**src/rtl/jac_pkg.sv**
```systemverilog
`default_nettype none
// ----------------------------------------------------------------------------
// jac_pkg
// Shared types and constants of the seven-point Jacobi sweep: voxel and size
// widths, register indexes, the neighbor set and the per-voxel flags.
// ----------------------------------------------------------------------------
package jac_pkg;

   localparam int VAL_W   = 31;   // voxel value width
   localparam int DIM_W   = 7;    // grid size registers and coordinates
   localparam int CSR_IDX_W = 2;
   localparam int SUM_W   = VAL_W + 3;   // sum of six voxels

   // Divide by six as (sum / 2) / 3, the divide by three done with a
   // reciprocal: (2^33 + 1) / 3 is exact for every 33-bit dividend.
   localparam int RECIP_W     = 32;
   localparam int RECIP_SHIFT = 33;
   localparam logic [RECIP_W-1:0] RECIP3 = 32'd2863311531;
   localparam int PROD_W = SUM_W - 1 + RECIP_W;

   localparam logic [DIM_W-1:0] DIM_FLOOR = 7'd3;
   localparam logic [DIM_W-1:0] DIM_RESET = 7'd64;

   // Register indexes of the configuration port.
   localparam logic [CSR_IDX_W-1:0] CSR_GRID_DEPTH  = 2'd0;
   localparam logic [CSR_IDX_W-1:0] CSR_GRID_HEIGHT = 2'd1;
   localparam logic [CSR_IDX_W-1:0] CSR_GRID_WIDTH  = 2'd2;

   typedef struct packed {
      logic [DIM_W-1:0] depth;
      logic [DIM_W-1:0] height;
      logic [DIM_W-1:0] width;
   } grid_dims_type;

   // The centre voxel and its six face neighbors.
   typedef struct packed {
      logic [VAL_W-1:0] zp;
      logic [VAL_W-1:0] yp;
      logic [VAL_W-1:0] xp;
      logic [VAL_W-1:0] center;
      logic [VAL_W-1:0] xm;
      logic [VAL_W-1:0] ym;
      logic [VAL_W-1:0] zm;
   } tap_set_type;

   typedef struct packed {
      logic on_boundary;
      logic sweep_last;
   } voxel_flags_type;

endpackage : jac_pkg
`default_nettype wire

```
**src/rtl/jac_mean.sv**
```systemverilog
`default_nettype none
// ----------------------------------------------------------------------------
// jac_mean
// Three-register pipeline: neighbor capture, six-way sum, divide by six and
// boundary select into the result register.
// ----------------------------------------------------------------------------
module jac_mean (
   input  wire logic                       clock,
   input  wire logic                       reset,
   input  wire logic                       job_valid,
   input  jac_pkg::tap_set_type            job_taps,
   input  jac_pkg::voxel_flags_type        job_flags,
   output logic                            job_ready,
   output logic                            rsp_valid,
   input  wire logic                       rsp_stall,
   output logic [jac_pkg::VAL_W-1:0]       rsp_smoothed_value,
   output logic                            rsp_on_boundary,
   output logic                            rsp_sweep_last
);

   localparam int VW = jac_pkg::VAL_W;
   localparam int SW = jac_pkg::SUM_W;
   localparam int PW = jac_pkg::PROD_W;
   localparam int RS = jac_pkg::RECIP_SHIFT;

   logic v1_ff, v1_in, v2_ff, v2_in, v3_ff, v3_in;
   logic rdy1, rdy2, rdy3;
   logic load2, load3;

   jac_pkg::tap_set_type     taps1_ff;
   jac_pkg::voxel_flags_type flags1_ff, flags2_ff, flags3_ff;
   logic [SW-1:0]            sum_ff, sum_in;
   logic [VW-1:0]            center2_ff;
   logic [VW-1:0]            value3_ff, value3_in;
   logic [SW-2:0]            half;
   logic [PW-1:0]            prod;

   assign rdy3      = !v3_ff || !rsp_stall;
   assign rdy2      = !v2_ff || rdy3;
   assign rdy1      = !v1_ff || rdy2;
   assign job_ready = rdy1;
   assign load2     = v1_ff && rdy2;
   assign load3     = v2_ff && rdy3;

   assign v1_in = job_valid || (v1_ff && !rdy2);
   assign v2_in = load2 || (v2_ff && !rdy3);
   assign v3_in = load3 || (v3_ff && rsp_stall);

   assign sum_in = SW'(taps1_ff.zp) + SW'(taps1_ff.yp) + SW'(taps1_ff.xp)
                 + SW'(taps1_ff.xm) + SW'(taps1_ff.ym) + SW'(taps1_ff.zm);

   assign half = sum_ff[SW-1:1];
   assign prod = PW'(half) * PW'(jac_pkg::RECIP3);

   assign value3_in = flags2_ff.on_boundary ? center2_ff : prod[RS+VW-1:RS];

   always_ff @(posedge clock) begin
      if (reset) begin
         v1_ff <= 1'b0;
         v2_ff <= 1'b0;
         v3_ff <= 1'b0;
      end else begin
         v1_ff <= v1_in;
         v2_ff <= v2_in;
         v3_ff <= v3_in;
      end
   end

   always_ff @(posedge clock) begin
      if (job_valid) begin
         taps1_ff  <= job_taps;
         flags1_ff <= job_flags;
      end
      if (load2) begin
         sum_ff     <= sum_in;
         center2_ff <= taps1_ff.center;
         flags2_ff  <= flags1_ff;
      end
      if (load3) begin
         value3_ff <= value3_in;
         flags3_ff <= flags2_ff;
      end
   end

   assign rsp_valid          = v3_ff;
   assign rsp_smoothed_value = value3_ff;
   assign rsp_on_boundary    = flags3_ff.on_boundary;
   assign rsp_sweep_last     = flags3_ff.sweep_last;

   stall_means_full: assert property (@(posedge clock) disable iff (reset)
      !job_ready |-> (v1_ff && v2_ff && v3_ff))
      else $error("pipeline refused a job with a free stage");

endmodule : jac_mean
`default_nettype wire

```
**config.mk**
```make
export PLATFORM = sky130hd
export DESIGN_NAME = jac_mean
export DESIGN_NICKNAME = d
export VERILOG_FILES = /design/src/rtl/jac_pkg.sv /design/src/rtl/jac_mean.sv
export SDC_FILE = /design/constraint.sdc
export NUM_CORES = 2
export LEC_CHECK = 0
export ABC_AREA = 1
export BUFFER_PORTS_ARGS = -buffer_cell sky130_fd_sc_hd__buf_2
export CELL_PAD_IN_SITES_DETAIL_PLACEMENT = 0
export CELL_PAD_IN_SITES_GLOBAL_PLACEMENT = 2
export CORE_ASPECT_RATIO = 0.9
export CORE_MARGIN = 5
export CORE_UTILIZATION = 44
export CTS_BUF_LIST = sky130_fd_sc_hd__clkbuf_8 sky130_fd_sc_hd__clkbuf_16
export DETAILED_ROUTE_END_ITERATION = 12
export PLACE_DENSITY = 0.95
export SETUP_SLACK_MARGIN = 0.2
export SYNTH_ARGS = -nofsm -noshare
export SYNTH_HDL_FRONTEND = slang
export SYNTH_SLANG_ARGS = --single-unit
```
**constraint.sdc**
```tcl
create_clock -name clock -period 14.45 [get_ports clock]
set_input_delay 2.89 -clock clock [delete_from_list [all_inputs] [get_ports clock]]
set_output_delay 2.89 -clock clock [all_outputs]
set_load 0.05 [all_outputs]
```
* Yosys cells after proc, flatten, opt, wreduce, memory -nomap -nowiden *
Index checks and enable logic that the tools add are counted.

word-level totals
  bits in registers = 322
  word-level logic and storage cells = 43

cells by class
  add/subtract/negate cells = 5
  reductions and logical operators = 17
  multipliers = 1
  multiplexer cells = 1

operator list
  cell                                                                    count
  34-bit by 31-bit adder with 34-bit output                               2
  33-bit by 32-bit multiplier with 64-bit output (second input constant)  1
  33-bit by 31-bit adder with 34-bit output                               1
  32-bit by 31-bit adder with 33-bit output                               1
  31-bit by 31-bit adder with 32-bit output                               1
  31-bit two-way mux                                                      1
  1-bit logical NOT                                                       6
  1-bit logical OR                                                        6
  1-bit logical AND                                                       5

* Depth between registers and ports, before layout *
  word-level depth = 6
  gate-level depth with buffers = 30
  mapped depth without buffers = 30

* Worst setup path after synthesis *
No wires, ideal clock.

  path type = input -> output
  start point = input port rsp_stall
  end point = output port job_ready
  data required time = 11,560 ps
  path buffers = 0
  setup slack = 8,186 ps
  stages = 3
  arrival = 3,374 ps
  cells stage by stage = nand2_1 -> nor2_1 -> nand2_1

on the way
  cells in the longest elaborated chain, start to end = 4

RTL lines
  item                RTL line        text
  start: declaration  jac_mean.sv:15  input wire logic rsp_stall,
  1-bit logical NOT   jac_mean.sv:38  assign rdy3 = !v3_ff || !rsp_stall;
  1-bit logical OR    jac_mean.sv:38
  1-bit logical OR    jac_mean.sv:39  assign rdy2 = !v2_ff || rdy3;
  1-bit logical OR    jac_mean.sv:40  assign rdy1 = !v1_ff || rdy2;
  end: declaration    jac_mean.sv:13  output logic job_ready,

Every way passes these cells.

* Worst setup path after layout *
  start point = register sum_ff[8]
  end point = register value3_ff[21] (netlist: rsp_smoothed_value[21]), data pin

on the way
  cells in the longest elaborated chain, start to end = 2

RTL lines
  item                                            RTL line        text
  start: declaration                              jac_mean.sv:32  logic [SW-1:0] sum_ff, sum_in;
  start signal: assignment                        jac_mean.sv:75  sum_ff <= sum_in;
  33-bit by 32-bit multiplier with 64-bit output  jac_mean.sv:53  assign prod = PW'(half) * PW'(jac_pkg::RECIP3);
  31-bit two-way mux                              jac_mean.sv:55  assign value3_in = flags2_ff.on_boundary ? center2_ff : prod[RS+VW-1:RS];
  named net value3_in[21]                         jac_mean.sv:34  logic [VW-1:0] value3_ff, value3_in;
  end signal: assignment                          jac_mean.sv:80  value3_ff <= value3_in;
  end: declaration                                jac_mean.sv:34

The timed path passes the listed nets, and every way through them passes these cells.
A chain may end at the register's enable or synchronous reset.

==> reports/summary.md <==
The flow ran to the end, and the final reports show no timing, DRC or antenna violations. The signal arrival time at the worst endpoint came out at 7.86 ns. The total negative slack for setup checks was 0 ns; the global-route wire length before repair was 139,000 um. After detailed routing, the average wire length per cell comes to 18.9 um. In this run the mean area of a mapped cell was 10.0 um2. The final layout contains routed wiring with a total length of 88,400 um. The run gives 0.58 ns as the clock latency on the worst-skew pair.

Using the TritonRoute via totals, the vias-per-cell ratio works out to 4.83. The slowest stage of the critical path belongs to the cell sky130_fd_sc_hd__edfxtp_1. The number of nets produced by synthesis came out at 4,438.

The worst path in the final design needs a cycle of 7.56 ns, including I/O delays and setup. For this run, design rule violations remaining after detail routing come to 0. The share of flip-flops with an asynchronous set or reset is 0%, and the deepest level of the CTS H-tree is 2.

The sum of overflow across all layers after global routing came out at 0. In the layout the commonest cells are sky130_fd_sc_hd__inv_1 (944), sky130_fd_sc_hd__nand2_1 (576), sky130_fd_sc_hd__fa_1 (494). The synthesized cell area came out at 33,400 um2. The largest single stage delay on the critical path is 0.63 ns. The measured slew at the worst slew-check pin came out at 1.14 ns.

STA classifies the critical path endpoint as a flop. The tools report the overall global routing resource usage as 22.2%. Gates resized during post-CTS repair numbered 0. Counting flops with a built-in enable in the synthesized netlist gives 318. TritonCTS built the clock tree.

The placer congestion estimate was 0.992. The final critical-path share of the clock period came out at 52.3%. The layout net count came out at 4,732.

Core area: 75,000 um2. The worst setup path is of the reg2reg kind. The number of global-route vias before repair was 24,400; the maximum clock frequency was 132 MHz. The initial antenna violation count was 0.

The cell that appears most often on the critical path is sky130_fd_sc_hd__inv_1. In this run, the number of DRC markers left after iteration 0 of detailed routing was 1,749. The tools report the endpoint required time on the critical path as 14.75 ns. The layout-stage area growth over the synthesis result came out at 11.1%. The chip height is 271 um.

The final worst clock skew came out at 0.0383 ns. The highest net fanout along the worst path came out at 8. The total via count in the routed design is 22,600, and the final hold violation count is 0. Yosys printed 0 warnings.

The total count of max-transition violations in the final report was 0; the share of final-layout standard cells stronger than drive strength 1 was 10.6%. Setup repair after global routing left no endpoint under its margin. The slack of the worst reg-to-reg path came out at 6.89 ns.

The tree is rooted in a sky130_fd_sc_hd__clkbuf_16. For this run, the register share of the synthesized area comes to 28.8%. The library cell used most frequently in the layout, excluding fill and tap cells, is sky130_fd_sc_hd__inv_1.

The count of maximum capacitance violations was 0. Clock-pin slew was measured on the worst setup and hold paths at 0.06 ns. The number of placed I/O pins is 258, and the half-perimeter wire length of the detailed placement result is 77,300 um. Counting the buffers created by CTS gives 36.

The clock drives 321 sinks. Gate count after technology mapping: 3,333. The number of synthesized register bits is 321.

The logs give 6 for the count of TritonRoute iterations in the first routing pass and 0 for the number of hold-repair buffers added at the cts stage. The primary flip-flop cell chosen by synthesis mapping was sky130_fd_sc_hd__edfxtp_1. STA classifies the critical path startpoint as a flop. The floorplan step set the die width to 300 um. Buffers placed on the I/O ports in this run total 257. The min-delay analysis places its worst path in the category reg2reg. The post-CTS setup repair buffer count was 0; the floorplan die area was 81,600 um2. For the initial cell density of the core, the log shows 44.6%.

The largest net degree at the start of global routing was 91. Measured against its own limit, the worst slew margin works out to 23.9%. The number of core rows came out at 95.

Setup violations remaining at the end of the flow were counted as 0. Counting distinct cell types in the post-synthesis netlist gives 40. The maximum clock path buffer count was 3; the residual antenna-violating net count after detailed routing was 0.
==> sequential cells by signal (all words and copies together), names as in the netlist <==
register,count
taps1_ff,217
center2_ff,31
flags2_ff,2
v2_ff,1
rsp_smoothed_value,31
rsp_valid,1
sum_ff,33
flags1_ff,2
rsp_sweep_last,1
rsp_on_boundary,1
v1_ff,1
==> final cells by class <==
cell class	count	area, um2
fillers	6963	37900
multi-input cells	2056	20200
flip-flops and latches	321	9610
inverters	950	3570
repair buffers	262	1330
well taps	1018	1270
clock buffers	37	926
clock inverters	23	175
diodes	1	2.50
==> cell usage after synthesis (all sizes together) (2+ instances only) <==
| cell | number | share of area [%] |
|---|---|---|
| inv | 950 | 11 |
| nand2 | 586 | 6.7 |
| fa | 494 | 30 |
| ha | 388 | 15 |
| edfxtp | 318 | 29 |
| nor2 | 166 | 2.0 |
| a21oi | 110 | 1.7 |
| nand3 | 98 | 1.5 |
| o21ai | 54 | 0.84 |
| nor3 | 28 | 0.58 |
| xnor2 | 28 | 0.73 |
| xor2 | 28 | 0.73 |
| nand4 | 16 | 0.30 |
| nand3b | 12 | 0.27 |
| o21bai | 12 | 0.27 |
| or2 | 12 | 0.22 |
| a21o | 10 | 0.22 |
| a21boi | 3 | 0.079 |
| buf | 3 | 0.041 |
| clkbuf | 3 | 0.034 |
| dfxtp | 3 | 0.18 |
| and3 | 2 | 0.037 |
| nor4 | 2 | 0.056 |
| o211ai | 2 | 0.045 |
==> worst paths after layout <==
check | start | cells past startpoint | to
max | sum_ff[8] | 28 | rsp_smoothed_value[21]
min | taps1_ff[120] | 0 | center2_ff[27]
min reg2reg | taps1_ff[120] | 0 | center2_ff[27]
max reg2reg | sum_ff[8] | 28 | rsp_smoothed_value[21]
==> kinds of logic (layout without fill, tap and decap cells) <==
kind of cell	count (synthesis)	in the layout	synth area share, %
buf+inv	956	1272	10.7
simple gates	924	924	11.7
other cells	0	1	0
compound gates	194	194	3.22
xor+xnor	56	56	1.47
fa+ha+maj	882	882	44.1
flops	321	321	28.8
==> routing by layer <==
metal	vias up	track usage (%)	share of wire, %
met2	727	35.4	45
met3	88	6.26	9.3
met4	0	3.92	1.7
met5	-	0	0
met1	10900	31.0	44
li1	10800	-	-
==> through the flow <==
stage	area [um2]	setup WS [ns]	cells	util, %	hold slack (ns)
3_5_place_dp	36000	7.02	4607	48.0	0.405
6_report	37100	6.89	4668	49.5	0.416
2_1_floorplan	33400	8.19	3333	-	0.400
4_1_cts	37100	7.01	4667	49.5	0.416
3_3_place_gp	36000	7.04	4607	48.0	0.401
5_1_grt	37100	6.53	4667	49.5	0.419
==> critical path, delay by kind of cell, from the launching register on <==
kind          cells  cell delay (ns)
xor+xnor          1             0.47
fa+ha+maj         9             3.98
buf+inv           7             0.62
flops             1             0.63
simple gates     11             1.61
Power is not shown: default switching activity piles up to over one toggle a cycle in this logic, so the estimate is an artifact.
